==> config.mk <==
export PLATFORM = sky130hd
export DESIGN_NAME = escu_dly
export DESIGN_NICKNAME = d
export VERILOG_FILES = /design/src/hw/rtl/escu_dly.sv
export SDC_FILE = /design/constraint.sdc
export NUM_CORES = 1
export LEC_CHECK = 0
export ABC_AREA = 1
export BUFFER_PORTS_ARGS = -buffer_cell sky130_fd_sc_hd__clkbuf_2
export CELL_PAD_IN_SITES_DETAIL_PLACEMENT = 0
export CELL_PAD_IN_SITES_GLOBAL_PLACEMENT = 2
export CORE_ASPECT_RATIO = 1.75
export CORE_UTILIZATION = 36
export DETAILED_ROUTE_END_ITERATION = 16
export GPL_ROUTABILITY_DRIVEN = 0
export PLACE_DENSITY = 0.85
export RECOVER_POWER = 50
export REMOVE_ABC_BUFFERS = 1
export SYNTH_ARGS = -nofsm -noshare
export SYNTH_HDL_FRONTEND = slang
export SYNTH_SLANG_ARGS = --single-unit
==> constraint.sdc <==
create_clock -name clk -period 0.8 [get_ports clk]
set_input_delay 0.04 -clock clk [delete_from_list [all_inputs] [get_ports clk]]
set_output_delay 0.04 -clock clk [all_outputs]
set_load 0.02 [all_outputs]
==> src/hw/rtl/escu_dly.sv <==
module escu_dly #(
  parameter int W     = 32,
  parameter int DEPTH = 2
) (
  input  logic         clk,
  input  logic         ce,
  input  logic [W-1:0] d,
  output logic [W-1:0] q
);

  logic [W-1:0] sr [DEPTH];

  always_ff @(posedge clk) begin
    if (ce) begin
      sr[0] <= d;
      for (int i = 1; i < DEPTH; i++) begin
        sr[i] <= sr[i-1];
      end
    end
  end

  assign q = sr[DEPTH-1];

endmodule

# ---- Word level (Yosys, flattened, before mapping)
# Memories as Yosys holds them, arrays and structs flattened.
# Cells that the tools add are included.
dict set report word_totals {
  ram_bits 64
  memories 1
  output_inout_bits 32
  reg_bits 0
}
dict set report classes {
  n_mux 2
}
# memory depth width read_ports rd_ports_with_merged_regs write_ports line_no
set memory_table {}
lappend memory_table {sr 2 32 2 0 2 11} ;# logic [W-1:0] sr [DEPTH];
# operator n
set op_table {}
lappend op_table {{$mux W1} 2}

# ---- Logic depth before layout (Yosys ltp)
dict set report depth {
  depth_word 2
  depth_mapped 1
  depth_no_buf 0
}

# ---- Least setup slack after synthesis
# OpenSTA, ideal clock, no wires.
dict set report synth_path {
  kind {register -> register}
  start {memory sr[0][0]}
  end {memory sr[1][0] (netlist: sr[0][32]) (data pin)}
  synth_period_minus_slack_ps 589
  stages_incl_launch_ff 1
  setup_time_ps 266
  arrival_ps 323
  path_slack_ps 211
  required_time_ps 534
  cell_sequence {edfxtp_1}
}
# item line_no
set synth_rtl {}
lappend synth_rtl {{start: declaration} 11}

==> flow_summary_export.csv <==
group,metric,value,unit
die,floorplan.rows,37,
die,die_h,105,um
routing,drt_drc_violations_left,0,
clock_network,clockBufferDepth,2,
routing,wl_met1,1180,um
clock_network,cts.sinks,64,
layout,largest-register,"sr",
outcome,violations,"negative setup slack",
logic_synthesis,syn-cell-area,2160,um^2
critical_path,crit_chain,"buf_6",
logic_synthesis,yosys_register_bits,64,
sta,finalCritPeriodShare,115,%
logic_synthesis,synth.most_common_cell,"edfxtp_1",
critical_path,cp-endpoint,"q[26]",
layout,comb.multi_input.count,0,
pwr,switching_power,0.00145,W
job,maxCapViolCount,0,
worst_hold_path,hold_class,"reg2reg",
critical_path,crit_type,"reg2out",
clock_network,clk_latency,0.32,ns
sta,worst_slack,-0.119,ns
layout,final_cells,257,
pwr,internal-power,0.00538,W
clock_network,cts-htree-levels,3,
layout,nFillCells,494,
critical_path,crit_buf_inv,1,
layout,largest_register_ffs,64,
placement,portBuffers,65,
sta,slew_headroom,63.5,%
pwr,power_leakage,1.16,nW
layout,drive_above_1_share,45.3,%
sta,finalSetupViolations,32,
critical_path,worstSetupStartpointType,"flop",
critical_path,cp.depth,1,
sta,finalHoldViolCount,0,
pwr,seqPwrFrac,59.4,%
die,initial_core_util,37.1,%
critical_path,r2r-end,"sr[0][48]",
logic_synthesis,netlist.area_leader.share,88.9,%
pwr,power_density,2300,nW/um^2
pwr,switching_share,21.2,%
layout,nNetsFinal,208,
pwr,power_frac_comb,8.8,%
critical_path,worst_setup_path_end_kind,"output port",
critical_path,crit_path_top_delay_cell,"edfxtp_1",
pwr,vdd_drop_max,1350,uV
critical_path,cp_data_required_time,0.76,ns
routing,drtAntennaViolNets,0,
routing,dr.pass1.iters,4,
clock_network,cts_tree,"done",
critical_path,cp_top_family,"flip-flops",
global_route,first_global_vias,1020,
logic_synthesis,synth_top_cell_by_area,"edfxtp_1",
die,die_w,60.6,um
routing,routedWlPerCell,12.7,um
routing,wl,3250,um
global_route,grt_usage,10.4,%
sta,hold-worst-slack,0.416,ns
layout,reg_top3,"sr: 64 flops",
die,ioPinCount,66,
critical_path,cp.arrival,0.88,ns
logic_synthesis,synthFlopType,"edfxtp_1",
routing,highest_layer,"met4",
critical_path,cp-startpoint,"sr[0][58]",
sta,max_freq,1090,MHz
logic_synthesis,synth_cells,96,
critical_path,r2r_slack,0.15,ns
global_route,gr-total-overflow,0,
clock_network,numCtsBuffers,9,
logic_synthesis,synth_area_leaders,"edfxtp_1, buf_4",
logic_synthesis,synth_enable_flop_cells,64,
die,core_area,5830,um^2
logic_synthesis,syn_area_per_cell,22.5,um^2
die,die_area,6330,um^2
logic_synthesis,async_reset_ff_share,0,%
clock_network,post_cts_buffers,0,
logic_synthesis,yosysWarnings,0,
layout,fin_area,2980,um^2
layout,area_growth,37.7,%
global_route,grt_pass1_wl,4450,um
logic_synthesis,synthTopCellsByCount,"edfxtp_1, buf_4",
pwr,total_power,0.00683,W
routing,drt_first_iter_violations,29,
clock_network,clk_pin_slew_worst_paths,0.07,ns
critical_path,r2r-start,"sr[0][16]",
logic_synthesis,yosysSeqAreaShare,88.9,%
routing,vias_per_cell,3.91,
sta,slew_violations,0,
routing,met2WireLength,1810,um
sta,fin_crit,0.919,ns
pwr,power.share.clock,31.8,%
outcome,run_status,"finished, violations left",
global_route,antenna_found_initial,0,
routing,wl_met3,188,um
placement,dpl_cell_area,2380,um^2
clock_network,root_buffer,"clkbuf_8",
placement,dp_cells,209,
sta,fin_skew,0.00520,ns
layout,diodes,0,
critical_path,cpPeakStageDelay,0.41,ns
routing,vias,1005,
critical_path,reg2regPathDepth,0,
global_route,grt_max_degree,41,
layout,multiInputGateArea,0,um^2
critical_path,crit_path_max_fanout,1,
sta,worst-slew-pin-transition,0.548,ns
logic_synthesis,synth_cell_type_count,2,
sta,rsz0062_at_grt,"yes",
[cells in the final DEF, fill, tap and decap left out, drive strengths merged]
master	netlist	layout
clkinv	0	5
clkbuf	0	44
dlygate4sd3	0	32
buf	32	32
edfxtp	64	64
clkinvlp	0	2
[worst min path at each step]
stage	depth (start not counted)	slack, ns	start	endpoint
floorplan	0	0.14	d[0]	sr[0][0]
global placement	1	0.22	d[25]	sr[0][25]
detailed placement	1	0.22	d[1]	sr[0][1]
CTS	2	0.17	ce	sr[0][37]
global route	2	0.41	d[19]	sr[0][19]
finish	0	0.42	sr[0][13]	sr[0][45]
[logic make-up (layout without fill, tap and decap cells)]
kind of cell	count (synthesis)	count (layout)	synth area share, %
buf+inv	32	115	11.1
flops	64	64	88.9
[repair_timing]
action / in CTS / in global routing
resized for setup: 0 / 77
endpoints found under the hold margin: 32 / 0
hold buffers: 32 / 0
endpoints found under the setup margin: 32 / 32
[final cells by class]
class | count | area, um^2 | share of cell area, %
sequential | 64 | 1920 | 64.6
timing repair buffer | 99 | 795 | 26.7
clock buffer | 9 | 124 | 4.16
tap | 78 | 97.6 | 3.28
clock inverter | 7 | 38.8 | 1.30
[power groups by stage]
stage          Clock (W)  Combinational (W)  Sequential [W]
2_1_floorplan          0                  0         0.00424
3_3_place_gp           0           0.000399         0.00410
3_5_place_dp           0           0.000406         0.00412
4_1_cts          0.00227           0.000531         0.00404
5_1_grt          0.00243           0.000636         0.00408
6_report         0.00217           0.000599         0.00406
[metrics by stage]
| step | setup WS, ns | setup TNS, ns | util (%) |
|---|---|---|---|
| after floorplan | 0.211 | 0 | - |
| after global placement | 0.0691 | 0 | 40.9 |
| after detailed placement | 0.0499 | 0 | 40.9 |
| after CTS | -0.135 | -3.55 | 49.2 |
| after global routing | -0.165 | -4.51 | 51.0 |
| final | -0.119 | -2.78 | 51.0 |
[layer usage]
metal  GRT usage, %  vias to the layer above
li1               -                      483
met1           10.4                      468
met2           16.5                       47
met3           4.73                        7
met4           7.14                        0
met5              0                        -
Note: power is estimated with default switching activity, not from simulation.
