==> src/hw/rtl/escu_pkg.sv <==
package escu_pkg;

  localparam int IN_W   = 56;
  localparam int OUT_W  = 56;
  localparam int CFG_AW = 6;
  localparam int CFG_DW = 64;

  localparam int MUL_LAT   = 2;
  localparam int DIV_STEPS = 64;
  localparam int DIV_LAT   = DIV_STEPS + 2;

  localparam longint unsigned P_TFINE_OFS  = 128000;
  localparam longint unsigned P_ADC_FS     = 1048576;
  localparam longint unsigned P_SCALE      = 3125;
  localparam longint unsigned P_ONE_47     = 64'h0000_8000_0000_0000;
  localparam int unsigned     H_TFINE_OFS  = 76800;
  localparam int unsigned     H_RND_A      = 16384;
  localparam int unsigned     H_RND_B      = 32768;
  localparam int unsigned     H_OFS_B      = 2097152;
  localparam int unsigned     H_RND_C      = 8192;
  localparam int unsigned     H_MAX        = 419430400;
  localparam int              T_MIN        = -4000;
  localparam int              T_MAX        = 8500;

  typedef enum logic [2:0] {
    REG_TEMP     = 3'd0,
    REG_PRESS_A  = 3'd1,
    REG_PRESS_B  = 3'd2,
    REG_PRESS_P9 = 3'd3,
    REG_HUM      = 3'd4
  } escu_reg_t;

  typedef struct packed {
    logic [47:0] temp;
    logic [63:0] press_a;
    logic [63:0] press_b;
    logic [15:0] p9;
    logic [63:0] hum;
  } escu_calib_t;

endpackage

==> src/hw/rtl/escu_regs.sv <==
module escu_regs (
  input  logic                          clk,
  input  logic                          rst,
  input  logic                          psel,
  input  logic                          penable,
  input  logic                          pwrite,
  input  logic [escu_pkg::CFG_AW-1:0]   paddr,
  input  logic [escu_pkg::CFG_DW-1:0]   pwdata,
  output logic [escu_pkg::CFG_DW-1:0]   prdata,
  output logic                          pready,
  output escu_pkg::escu_calib_t         calib
);

  escu_pkg::escu_reg_t idx;
  logic                wr;

  assign idx    = escu_pkg::escu_reg_t'(paddr[5:3]);
  assign wr     = psel & penable & pwrite;
  assign pready = 1'b1;

  always_ff @(posedge clk) begin
    if (rst) begin
      calib <= '0;
    end else if (wr) begin
      case (idx)
        escu_pkg::REG_TEMP:     calib.temp    <= pwdata[47:0];
        escu_pkg::REG_PRESS_A:  calib.press_a <= pwdata;
        escu_pkg::REG_PRESS_B:  calib.press_b <= pwdata;
        escu_pkg::REG_PRESS_P9: calib.p9      <= pwdata[15:0];
        escu_pkg::REG_HUM:      calib.hum     <= pwdata;
        default: ;
      endcase
    end
  end

  always_comb begin
    case (idx)
      escu_pkg::REG_TEMP:     prdata = 64'(calib.temp);
      escu_pkg::REG_PRESS_A:  prdata = calib.press_a;
      escu_pkg::REG_PRESS_B:  prdata = calib.press_b;
      escu_pkg::REG_PRESS_P9: prdata = 64'(calib.p9);
      escu_pkg::REG_HUM:      prdata = calib.hum;
      default:                prdata = '0;
    endcase
  end

endmodule

==> config.mk <==
export PLATFORM = sky130hd
export DESIGN_NAME = escu_regs
export DESIGN_NICKNAME = d
export VERILOG_FILES = /design/src/hw/rtl/escu_pkg.sv /design/src/hw/rtl/escu_regs.sv
export SDC_FILE = /design/constraint.sdc
export NUM_CORES = 1
export LEC_CHECK = 0
export BUFFER_PORTS_ARGS = -buffer_cell sky130_fd_sc_hd__buf_2
export CELL_PAD_IN_SITES_DETAIL_PLACEMENT = 1
export CELL_PAD_IN_SITES_GLOBAL_PLACEMENT = 2
export CORE_MARGIN = 2
export CORE_UTILIZATION = 31
export CTS_CLUSTER_DIAMETER = 150
export CTS_CLUSTER_SIZE = 28
export DETAILED_ROUTE_END_ITERATION = 10
export GPL_ROUTABILITY_DRIVEN = 0
export PLACE_DENSITY_LB_ADDON = 0.1
export SKIP_LAST_GASP = 1
export SLEW_MARGIN = 25
export SYNTH_ARGS = -nofsm -noshare
export SYNTH_HDL_FRONTEND = slang
export SYNTH_SLANG_ARGS = --single-unit
==> constraint.sdc <==
create_clock -name clk -period 1.8 [get_ports clk]
set_input_delay 0.27 -clock clk [delete_from_list [all_inputs] [get_ports clk]]
set_output_delay 0.27 -clock clk [all_outputs]
set_load 0.01 [all_outputs]
Yosys cells after proc, flatten, opt, wreduce, memory -nomap -nowiden
Index checks and enable logic that the tools add are counted.
{ "word_totals": {"regBits": 256, "output_inout_bits": 321} }
{ "classes": {"eq_ne": 4, "mux": 1, "n_bitwise": 2, "reduce_logical": 6} }
{ "op_table": {"columns": ["op", "count"], "rows": [
  ["case mux 64 bit (5 select lines)", 1],
  ["AND reduction 2 bit", 5],
  ["equality test 3 x 2 -> 1 bit (second input constant)", 2],
  ["equality test 3 x 1 -> 1 bit (second input constant)", 1],
  ["equality test 3 bit (second input constant)", 1],
  ["zero test 3 bit", 1],
  ["AND 1 bit", 2]
]} }

Logic depth before layout (Yosys ltp)
Gate-level depths: netlist (run 1).
{ "logic_depth": {"ltp_word": 3, "mapped_depth": 7, "mapped_depth_nobuf": 3} }

Worst setup path after synthesis (run 1)
No wires, ideal clock.
{ "synth_timing": {"path_kind": "in2out", "from": "in paddr[3] in the netlist's numbering", "to": "out prdata[0] in the netlist's numbering", "arrival_time_ns": 1.421, "t_required_ns": 1.530, "setup_slack_ns": 0.109, "stages": 6, "path_cell_list": "buf_2 -> buf_4 -> buf_2 -> mux2_2 -> a22oi_1 -> o22ai_1"} }
{ "synth_via": {"elab_chain_len": 2, "word_cells_on_any_way": 6, "classes_between": "4 x eq/ne; 1 x mux; 1 x reduce/logical"} }
{ "synth_lines": {"columns": ["element", "line", "source"], "rows": [
  ["from (decl)", "escu_regs.sv:7", "input logic [escu_pkg::CFG_AW-1:0] paddr,"],
  ["equality test 3 bit (tied with other cells)", "escu_regs.sv:37", "case (idx)"],
  ["case mux 64 bit (5 select lines) *", "escu_regs.sv:37", null],
  ["to (decl)", "escu_regs.sv:9", "output logic [escu_pkg::CFG_DW-1:0] prdata,"]
]} }
Every way passes the cells marked *; elsewhere a longest branch is shown, timed or not.

Final worst setup path (run 1)
{ "layout_timing": {"from": "reg calib[66] in the netlist's numbering", "to": "out prdata[2] in the netlist's numbering"} }
{ "layout_via": {"elab_chain_len": 1} }
{ "layout_lines": {"columns": ["element", "line", "source"], "rows": [
  ["from (decl)", "escu_regs.sv:11", "output escu_pkg::escu_calib_t calib"],
  ["case mux 64 bit (5 select lines)", "escu_regs.sv:37", null]
]} }
Every way passes these cells.

==> results of run 1 <==
## power groups by stage
stage	registers [mW]	clock network (mW)	logic, mW
finish	5.74	3.34	0.955
global route	5.75	3.68	1.02
CTS	5.74	3.50	0.946
detailed placement	5.87	0	0.937
global placement	5.87	0	0.930
floorplan	5.88	0	0.493
## area by class of cell
type                            count  share of cell area
Clock buffer                       13              0.0210
Tap cell                          518              0.0417
Multi-Input combinational cell    831               0.420
Clock inverter                      1             0.00193
Antenna cell                        4            0.000645
Timing Repair Buffer              456               0.182
Sequential cell                   256               0.333
## through the flow
step,power [mW],setup TNS [ps]
finish,10.0,0
global route,10.5,-434
CTS,10.2,-13.6
detailed placement,6.81,0
global placement,6.80,0
floorplan,6.37,0
## worst max-delay path, delay by kind of cell, from the launching register on
kind / cells / cell delay [ps]
flip-flops: 1 / 340
AO/OA/AOI/OAI: 2 / 270
multiplexers: 1 / 260
buffers and inverters: 1 / 160
## repair_timing
action	4_1_cts	5_1_grt
hold buffers	0	0
gates resized for setup	24	34
gates cloned	0	1
setup buffers	11	9
endpoints found under the setup margin	12	30
pin swaps	7	10
## kinds of logic (layout without fill, tap and decap cells)
family                 count (synthesis)  in the layout
and+or+nand+nor                      413            413
DFF                                  256            256
AOI/OAI and AO/OA                    113            113
buffers and inverters                104            470
muxes                                304            304
other                                  1              5
## worst paths after layout
| path | startpoint | slack, ps | cells after the start | to |
|---|---|---|---|---|
| worst min register to register | calib[232]$_SDFFE_PP0P_ | 490 | 2 | calib[232]$_SDFFE_PP0P_ |
| worst max register to register | calib[79]$_SDFFE_PP0P_ | 990 | 4 | calib[79]$_SDFFE_PP0P_ |
| worst max-delay path | calib[66]$_SDFFE_PP0P_ | 0.9 | 4 | prdata[2] |
| worst min-delay path | pwdata[48] | 70 | 3 | calib[48]$_SDFFE_PP0P_ |
## placed cells by master, fill, tap and decap left out, drive strengths merged, types with 2 or more instances in the layout
| cell | netlist | layout |
|---|---|---|
| a22oi | 48 | 48 |
| buf | 41 | 455 |
| clkbuf | 63 | 14 |
| dfxtp | 256 | 256 |
| diode | 0 | 4 |
| mux2 | 16 | 16 |
| mux2i | 288 | 288 |
| nand2 | 49 | 49 |
| nand2b | 320 | 320 |
| nand3 | 2 | 2 |
| nand3b | 33 | 33 |
| nor2b | 2 | 2 |
| o211ai | 31 | 31 |
| o21ai | 17 | 17 |
| o22ai | 16 | 16 |
## routing by layer
metal  up-vias  routed length, µm
met5         -                  0
met4         0                454
met3        26               2750
met2       249              20500
met1      4910              19900
li1       4795                  -
==> implementation parameters, run 1 <==
Parameter                              Value

Place
  Placed Cells incl. Taps ... 2,040
  Cell area after placement ... 0.0148 mm²
  Dpl ws ... 32.0 ps
  Placed wire-length estimate ... 29.4 mm
  IO buf count ... 391

Die
  Row cnt ... 72
  Core footprint ... 0.0386 mm²
  Vertical extent of the die ... 202 µm
  Die width ... 202 µm
  I/O pin count ... 396
  Overall die area ... 0.0406 mm²
  Starting density of the core ... 0.314

Clock tree
  Clock sink count ... 256
  Clock Path Buffers ... 3
  Root cell of the clock tree ... sky130_fd_sc_hd__clkbuf_16
  Clock buffer count from CTS ... 13
  Worst-path clk slew ... 110 ps
  Skew-Pair Late Insertion Delay ... 500 ps
  CTS tree ... built
  H-tree depth ... 1

Timing
  Worst-case clock skew ... 0 ps
  Hold_ws ... 66.4 ps
  Final max-slew violation count ... 0
  Shortest clock period the worst path allows after layout ... 1800 ps
  Number of failing setup endpoints in the final timing report ... 0
  Setup repair after global routing missed its margin ... true
  Final number of hold-violating endpoints ... 0
  Setup ws final ... 0.929 ps
  Highest clock frequency the design can meet ... 0.556 GHz
  Ratio of final minimum period to clock period ... 0.999

Finish
  Filler cell count ... 4,501
  Post-route cell area ... 0.0155 mm²
  Flip-flop count of the largest register, all copies and words added ... 256
  Signed area change from the synthesized netlist to the final layout ... 28.3%
  Footprint of the multi-input gates ... 0.00652 mm²
  Fin cells ... 2,079
  Post-layout nets ... 1,633
  Most flop-heavy register ... calib
  Area used by sequential logic in the layout ... 0.00516 mm²
  Share of final-layout standard cells stronger than drive strength 1 ... 0.349
  Largest registers in the final layout ... calib (256)
  Share of the core filled with cells in the final layout ... 0.403

GRT
  Maximum number of pins on one net before global-route repair ... 109
  Grt met1 use ... 0.273
  Vias in the first global route ... 10,304
  Met3 Use GR ... 0.0463
  Peak-usage layer in the global routing report ... met2
  Grt ovf ... 0
  Number of antenna violations at the first check in global routing ... 4
  Met2 track demand over resource ... 0.345
  First-pass GRT wire length ... 65.1 mm
  All-layer global routing usage ... 0.205

Routing
  Post-route DRC ... 0
  Via count ... 9,980
  Routed Wire Length ... 43.6 mm
  Vias per cell ... 4.80
  Number of nets with antenna violations after routing ... 0
  Count of routing violations after the opening detailed-route iteration ... 368
  Post-DR wirelength/cell ... 21.0 µm
  First-pass iteration count of the detailed router ... 6

Setup path
  Critical setup path kind ... flip-flop to primary output
  Worst stage delay on the critical path ... 340 ps
  Nature of the critical path endpoint ... primary output
  Slowest cell on the critical path ... sky130_fd_sc_hd__dfxtp_2
  Arrival time of the worst setup path ... 1530 ps
  Crit path launch type ... flip-flop
  WP data required ... 1530 ps
  Crit-path max FO ... 3
  Crit path cell chain ... mux2_4 > a22oi_2 > o22ai_2 > buf_2

Logic synthesis
  Mapped Cells ... 1,191
  Fraction of the yosys area taken by sequential cells ... 0.423
  Share of cell area taken by muxes after synthesis ... 0.253
  Compound-Gate Fraction of Synth Area ... 0.0650
  Adder and majority gate portion of the synthesized area ... 0
  Fraction of post-synthesis cell area in the top cell type by area ... 0.423
  Area share of xor/xnor cells in the synthesized design ... 0
  Nets in the synthesized netlist ... 1,266
  Simple-gate portion of the synthesized area ... 0.208
  Netlist cell types ... 28
  Mapped cell area ... 0.0121 mm²
  Area contributors post-synth ... sky130_fd_sc_hd__dfxtp_1 (42%), sky130_fd_sc_hd__mux2i_1 (24%), sky130_fd_sc_hd__nand2b_1 (17%)
  Cell taking the most area after synthesis ... sky130_fd_sc_hd__dfxtp_1
  Main combinational cell family by area after synthesis ... multiplexers
  Count of flip-flops with a built-in enable after synthesis ... 0
  Most repeated cell in the gate-level netlist after synthesis ... sky130_fd_sc_hd__nand2b_1
  Main synth FF type ... sky130_fd_sc_hd__dfxtp_1
  Fraction of registers with async set or reset after synthesis ... 0
  Synth cell count leaders ... sky130_fd_sc_hd__nand2b_1 (320), sky130_fd_sc_hd__mux2i_1 (288), sky130_fd_sc_hd__dfxtp_1 (256), sky130_fd_sc_hd__clkbuf_1 (63)
  Mean cell area of the mapped netlist ... 10.2 µm²
  Count of state elements after synthesis ... 256
  Yosys warns ... 0

Power
  Leakage power ... 7.76 nW
  Share of total power in combinational logic ... 0.095
  Cell internal power dissipation ... 7.48 mW
  Highest ir drop seen on vdd ... 0.458 mV
  Switch share ... 0.254
  Power share of the sequential group ... 0.572
  Net switching component of the power ... 2.55 mW
  Clk pwr share ... 0.333
  P per Cell Area ... 646 mW/mm²

Min path
  Class of the worst hold path ... input pin to flip-flop

Status
  Run status ... completed

Run
  Number of maximum-capacitance violations ... 0
Power figures use the tool's default switching activity.
==> run 2: changes to the inputs <==
Settings changed: REMOVE_ABC_BUFFERS set to 1.
==> run 2 against run 1 <==
Cell count grew 0.24%. Critical path depth up 4. First-iteration DRC count increased by 1.6%. Utilization hardly changed. Worst hold slack improved by 5.4 ps.
==> implementation parameters, run 2 (same netlist as run 1, synthesis figures left out) <==
Parameter                              Value

Timing
  Highest clock frequency the design can meet ... 0.559 GHz (+0.60%)
  Setup ws final ... 11.7 ps (+10.8 ps)
  Number of failing setup endpoints in the final timing report ... 0 (unchanged)
  Final number of hold-violating endpoints ... 0 (unchanged)
  Final max-slew violation count ... 0 (unchanged)
  Setup repair after global routing missed its margin ... true
  Shortest clock period the worst path allows after layout ... 1790 ps (-10.8 ps)
  Ratio of final minimum period to clock period ... 0.993 (-0.00599)
  Worst-case clock skew ... 0 ps (unchanged)

Die
  Starting density of the core ... 0.314 (unchanged)
  I/O pin count ... 396 (unchanged)
  Row cnt ... 72 (unchanged)
  Vertical extent of the die ... 202 µm (unchanged)
  Die width ... 202 µm (unchanged)
  Overall die area ... 0.0406 mm² (unchanged)
  Core footprint ... 0.0386 mm² (unchanged)

GRT
  Vias in the first global route ... 10,379 (+0.73%)
  Number of antenna violations at the first check in global routing ... 3 (-1)
  Grt ovf ... 0 (unchanged)
  All-layer global routing usage ... 0.207 (+0.00235)
  First-pass GRT wire length ... 65.8 mm (+1.1%)
  Maximum number of pins on one net before global-route repair ... 73 (-33%)

Setup path
  Worst stage delay on the critical path ... 200 ps (-140 ps)
  Crit path launch type ... input pin
  Nature of the critical path endpoint ... primary output
  Reg2Reg Launch Point ... calib[67]$_SDFFE_PP0P_
  Largest delay contributor family on the critical path ... buffers and inverters
  Slowest cell on the critical path ... sky130_fd_sc_hd__o22ai_1
  Crit path cell chain ... buf_6 > buf_6 > nor2b_4 > buf_4 > clkbuf_16 > a22oi_1 > o22ai_1 > buf_2
  Critical Path Sink ... prdata[12]
  WP data required ... 1530 ps (about the same)
  Crit-path max FO ... 10 (+7)
  Arrival time of the worst setup path ... 1520 ps (about the same)
  Critical setup path kind ... input pin to primary output
  Cell count along the critical path ... 8 (+4)
  CP bufs+invs ... 5 (+4)
  Count of cells along the worst register-to-register path ... 3 (-1)
  Dominant cell type by count on the critical path ... sky130_fd_sc_hd__buf_6
  Internal reg-to-reg setup slack ... 1070 ps (+80 ps)
  Destination of the worst register-to-register timing path ... calib[67]$_SDFFE_PP0P_
  Setup crit start ... paddr[3]

Place
  Placed wire-length estimate ... 29.8 mm (+1.1%)
  IO buf count ... 391 (unchanged)
  Dpl ws ... -80.0 ps (-112 ps)
  Cell area after placement ... 0.0148 mm² (-0.41%)

Routing
  Post-DR wirelength/cell ... 21.3 µm (+1.6%)
  Count of routing violations after the opening detailed-route iteration ... 374 (+1.6%)
  First-pass iteration count of the detailed router ... 5 (-1)
  Via count ... 10,049 (+0.69%)
  Highest routed layer ... met5
  Number of nets with antenna violations after routing ... 0 (unchanged)
  Met2 WL post-DR ... 20.8 mm (+1.4%)
  Met3 WL post-DR ... 2.69 mm (-2.3%)
  Total routed wire length on the met1 layer ... 20.0 mm (+0.51%)
  Vias per cell ... 4.82 (+0.45%)
  Post-route DRC ... 0 (unchanged)
  Routed Wire Length ... 44.4 mm (+1.9%)

Power
  Highest ir drop seen on vdd ... 0.455 mV (-0.80%)
  Leakage power ... 7.77 nW (+0.20%)
  Power Total ... 10.0 mW (about the same)
  P per Cell Area ... 646 mW/mm² (about the same)

Run
  Number of maximum-capacitance violations ... 0 (unchanged)

Clock tree
  H-tree depth ... 1 (unchanged)
  Number of buffers added to fix hold violations after cts ... 0 (unchanged)
  Skew-Pair Late Insertion Delay ... 490 ps (about the same)
  CTS tree ... built
  Clock sink count ... 256 (unchanged)
  Clock Path Buffers ... 3 (unchanged)
  Root cell of the clock tree ... sky130_fd_sc_hd__clkbuf_16
  Worst-path clk slew ... 110 ps (about the same)
  Clock buffer count from CTS ... 13 (unchanged)

Finish
  Area used by sequential logic in the layout ... 0.00516 mm² (about the same)
  Post-layout nets ... 1,639 (+0.37%)
  Signed area change from the synthesized netlist to the final layout ... 28.2% (about the same)
  Post-route cell area ... 0.0155 mm² (about the same)
  Largest registers in the final layout ... calib (256)
  Most frequent standard cell in the layout excluding fill and tap cells ... sky130_fd_sc_hd__buf_2
  Most flop-heavy register ... calib
  Flip-flop count of the largest register, all copies and words added ... 256 (unchanged)
  Share of final-layout standard cells stronger than drive strength 1 ... 0.348 (-0.000699)
  Footprint of the multi-input gates ... 0.00647 mm² (-0.71%)
  Most frequent cells in the layout ... sky130_fd_sc_hd__buf_2 (385), sky130_fd_sc_hd__nand2b_1 (320), sky130_fd_sc_hd__mux2i_1 (288)
  Filler cell count ... 4,463 (-0.84%)

Min path
  Class of the worst hold path ... input pin to flip-flop

Status
  Run status ... completed
-- run 2: cell type report --
| class | instances | share of cell area |
|---|---|---|
| Clock inverter | 1 | 0.00194 |
| Timing Repair Buffer | 462 | 0.185 |
| Clock buffer | 13 | 0.0210 |
| Antenna cell | 3 | 0.000484 |
| Sequential cell | 256 | 0.333 |
| Multi-Input combinational cell | 831 | 0.417 |
| Tap cell | 518 | 0.0418 |
-- run 2: worst reg2reg max path, delay by kind of cell (launching register included) --
kind	cells	cell delay [ps]
buf+inv	1	130
flops	1	370
mux	1	120
simple gates	1	60
-- run 2: repair_timing --
action | 4_1_cts | 5_1_grt
buffers inserted | 11 | 11
resized for setup | 22 | 31
gates cloned | 0 | 3
pin swaps | 4 | 13
endpoints found under the setup margin | 25 | 27
-- run 2: power by group --
| group | leakage [nW] | switching, mW | internal, mW | total, mW |
|---|---|---|---|---|
| sequential | 2.08 | 0.0354 | 5.70 | 5.74 |
| combinational | 5.52 | 0.535 | 0.423 | 0.957 |
| clock | 0.172 | 1.98 | 1.35 | 3.33 |
-- run 2: routing by layer --
| metal | GRT usage | vias up |
|---|---|---|
| met4 | 0.0481 | 4 |
| met2 | 0.345 | 265 |
| met5 | 0 | - |
| li1 | - | 4801 |
| met1 | 0.275 | 4944 |
| met3 | 0.0431 | 35 |
-- run 2: worst min-delay path by stage --
stage                             from                       to  slack (ps)  cells after the start
2_1_floorplan                      rst  calib[178]$_SDFFE_PP0P_         450                      2
3_3_place_gp   calib[238]$_SDFFE_PP0P_  calib[238]$_SDFFE_PP0P_         470                      2
3_5_place_dp   calib[110]$_SDFFE_PP0P_  calib[110]$_SDFFE_PP0P_         480                      2
4_1_cts                     pwdata[62]  calib[142]$_SDFFE_PP0P_          50                      3
5_1_grt                     pwdata[53]  calib[133]$_SDFFE_PP0P_          70                      3
6_report                    pwdata[62]  calib[142]$_SDFFE_PP0P_          70                      3
-- run 2: per-stage QoR --
stage | util | cells | TNS (ps) | hold WS [ps]
2_1_floorplan | - | 1087 | -370080 | 450
3_3_place_gp | 0.383 | 2042 | -246 | 470
3_5_place_dp | 0.383 | 2042 | -381 | 480
4_1_cts | 0.396 | 2067 | -21.8 | 49.7
5_1_grt | 0.402 | 2082 | -370 | 73.8
6_report | 0.402 | 2084 | 0 | 71.8
==> run 3: changes to the inputs <==
Settings changed: PLACE_DENSITY set to 0.88, PLACE_DENSITY_LB_ADDON 0.1 to unset.
==> run 3 against run 2 <==
The flow now finishes with violations (negative setup slack). Clock power barely moved. Worst hold slack improved by 13 ps. Combinational power barely moved. Sequential cell count did not move. Sequential power barely moved. Via count rose by 1.6%. Power barely moved. Critical path type is now flip-flop to primary output. Critical endpoint unchanged.
==> implementation parameters, run 3 (same netlist as run 1, synthesis figures left out) <==
Parameter                              Value

Routing
  Vias per cell ... 4.89 (+1.4%)
  Count of routing violations after the opening detailed-route iteration ... 285 (-24%)
  Post-DR wirelength/cell ... 20.3 µm (-4.6%)
  First-pass iteration count of the detailed router ... 4 (-1)
  Number of nets with antenna violations after routing ... 0 (unchanged)
  Routed Wire Length ... 42.4 mm (-4.4%)
  Post-route DRC ... 0 (unchanged)
  Via count ... 10,212 (+1.6%)

Setup path
  WP data required ... 1530 ps (about the same)
  Arrival time of the worst setup path ... 1540 ps (+20 ps)
  Nature of the critical path endpoint ... primary output
  Crit-path max FO ... 3 (-7)
  Crit path launch type ... flip-flop
  Critical setup path kind ... flip-flop to primary output

Timing
  Shortest clock period the worst path allows after layout ... 1810 ps (+25.8 ps)
  Final number of hold-violating endpoints ... 0 (unchanged)
  Worst-case clock skew ... 0 ps (unchanged)
  Hold_ws ... 84.5 ps (+12.7 ps)
  Final max-slew violation count ... 0 (unchanged)
  Ratio of final minimum period to clock period ... 1.01 (+0.0144)
  Number of failing setup endpoints in the final timing report ... 4 (+4)
  Highest clock frequency the design can meet ... 0.551 GHz (-1.4%)
  Setup ws final ... -14.1 ps (-25.8 ps)
  Setup repair after global routing missed its margin ... true

Run
  Number of maximum-capacitance violations ... 0 (unchanged)

Clock tree
  Clock Path Buffers ... 3 (unchanged)
  Root cell of the clock tree ... sky130_fd_sc_hd__clkbuf_16
  Skew-Pair Late Insertion Delay ... 500 ps (about the same)
  H-tree depth ... 1 (unchanged)
  Clock buffer count from CTS ... 13 (unchanged)
  Clock sink count ... 256 (unchanged)
  Number of buffers added to fix hold violations after cts ... 0 (unchanged)
  CTS tree ... built
  Worst-path clk slew ... 110 ps (about the same)

Finish
  Most flop-heavy register ... calib
  Most frequent cells in the layout ... sky130_fd_sc_hd__buf_2 (386), sky130_fd_sc_hd__nand2b_1 (320), sky130_fd_sc_hd__mux2i_1 (288)
  Most frequent standard cell in the layout excluding fill and tap cells ... sky130_fd_sc_hd__buf_2
  Signed area change from the synthesized netlist to the final layout ... 28.5%
  Flip-flop count of the largest register, all copies and words added ... 256 (unchanged)
  Largest registers in the final layout ... calib (256)
  Fin cells ... 2,088 (+0.19%)
  Share of final-layout standard cells stronger than drive strength 1 ... 0.347 (-0.000888)
  Post-layout nets ... 1,642 (+0.18%)
  Filler cell count ... 4,495 (+0.72%)

GRT
  All-layer global routing usage ... 0.200 (-0.00756)
  Grt ovf ... 0 (unchanged)
  First-pass GRT wire length ... 64.7 mm (-1.7%)
  Number of antenna violations at the first check in global routing ... 4 (+1)
  Maximum number of pins on one net before global-route repair ... 98 (+34%)
  Vias in the first global route ... 10,777 (+3.8%)

Power
  Highest ir drop seen on vdd ... 0.469 mV (+3.2%)
  P per Cell Area ... 645 mW/mm² (-0.25%)
  Leakage power ... 7.81 nW (+0.41%)

Place
  IO buf count ... 391 (unchanged)
  Placed wire-length estimate ... 29.5 mm (-0.80%)
  Placed Cells incl. Taps ... 2,051 (+0.44%)

Die
  Row cnt ... 72 (unchanged)
  Vertical extent of the die ... 202 µm (unchanged)
  Overall die area ... 0.0406 mm² (unchanged)
  Starting density of the core ... 0.314 (unchanged)
  Die width ... 202 µm (unchanged)
  Core footprint ... 0.0386 mm² (unchanged)
  I/O pin count ... 396 (unchanged)

Min path
  Class of the worst hold path ... input pin to flip-flop

Status
  Violated checks ... negative setup slack
  Run status ... finished with violations
==> run 3: cell count changes in the layout (fill, tap and decap cells not counted), sizes merged <==
| cell | delta |
|---|---|
| buf | +4 |
| clkbuf | -3 |
| bufbuf | +2 |
| inv | +1 |
==> run 3: through the flow <==
step                      setup slack [ps]  cell area [µm²]  power [mW]  setup TNS, ps   util
after detailed placement             -10.1            14900        6.80          -27.3  0.386
after floorplan                      -1860            11500        6.25        -370080      -
after global routing                 -78.8            15500        10.4          -1110  0.403
after CTS                            -46.9            15500        10.2           -207  0.401
after global placement                2.66            14900        6.78              0  0.386
final                                -14.1            15500        10.0          -23.9  0.403
==> run 3: final timing paths <==
path	start	end	slack, ps	cells past startpoint
max	calib[92]$_SDFFE_PP0P_	prdata[12]	-10	4
min reg2reg	calib[68]$_SDFFE_PP0P_	calib[68]$_SDFFE_PP0P_	490	2
max reg2reg	calib[80]$_SDFFE_PP0P_	calib[80]$_SDFFE_PP0P_	1070	3
min	pwdata[50]	calib[50]$_SDFFE_PP0P_	80	3
==> run 3: layer usage <==
layer  track usage  up-vias  wire [µm]
met4        0.0407        0        716
met3        0.0395       43       2330
li1              -     4817          -
met1         0.254     5085      18900
met5             0        -          0
met2         0.350      267      20500
==> run 3: cell type report <==
type | instances | area [µm²] | share of cell area
multi-input combinational | 831 | 6470 | 0.416
sequential | 256 | 5160 | 0.332
timing repair buffer | 465 | 2900 | 0.186
tap | 518 | 648 | 0.0417
clock buffer | 13 | 325 | 0.0209
clock inverter | 2 | 38.8 | 0.00249
antenna | 3 | 7.51 | 0.000483
==> run 3: critical path, cell delays in order, from the launching register on <==
cell and delay, ps:
sky130_fd_sc_hd__dfxtp_2 340, sky130_fd_sc_hd__mux2_4 270, sky130_fd_sc_hd__a22oi_2 160, sky130_fd_sc_hd__o22ai_2 100, sky130_fd_sc_hd__buf_2 170
==> run 3: timing repair <==
item                       CTS  global route
pin swaps                    8            10
setup endpoints to repair   15            27
cloned                       2             0
buffers inserted            14             4
resized for setup           25            21
==> run 3: report_power, final <==
group	total [mW]	switching (mW)	internal (mW)	leakage, nW
registers	5.74	0.0357	5.70	2.08
clock network	3.32	1.96	1.36	0.176
logic	0.958	0.524	0.434	5.55
total	10.0	2.52	7.50	7.81
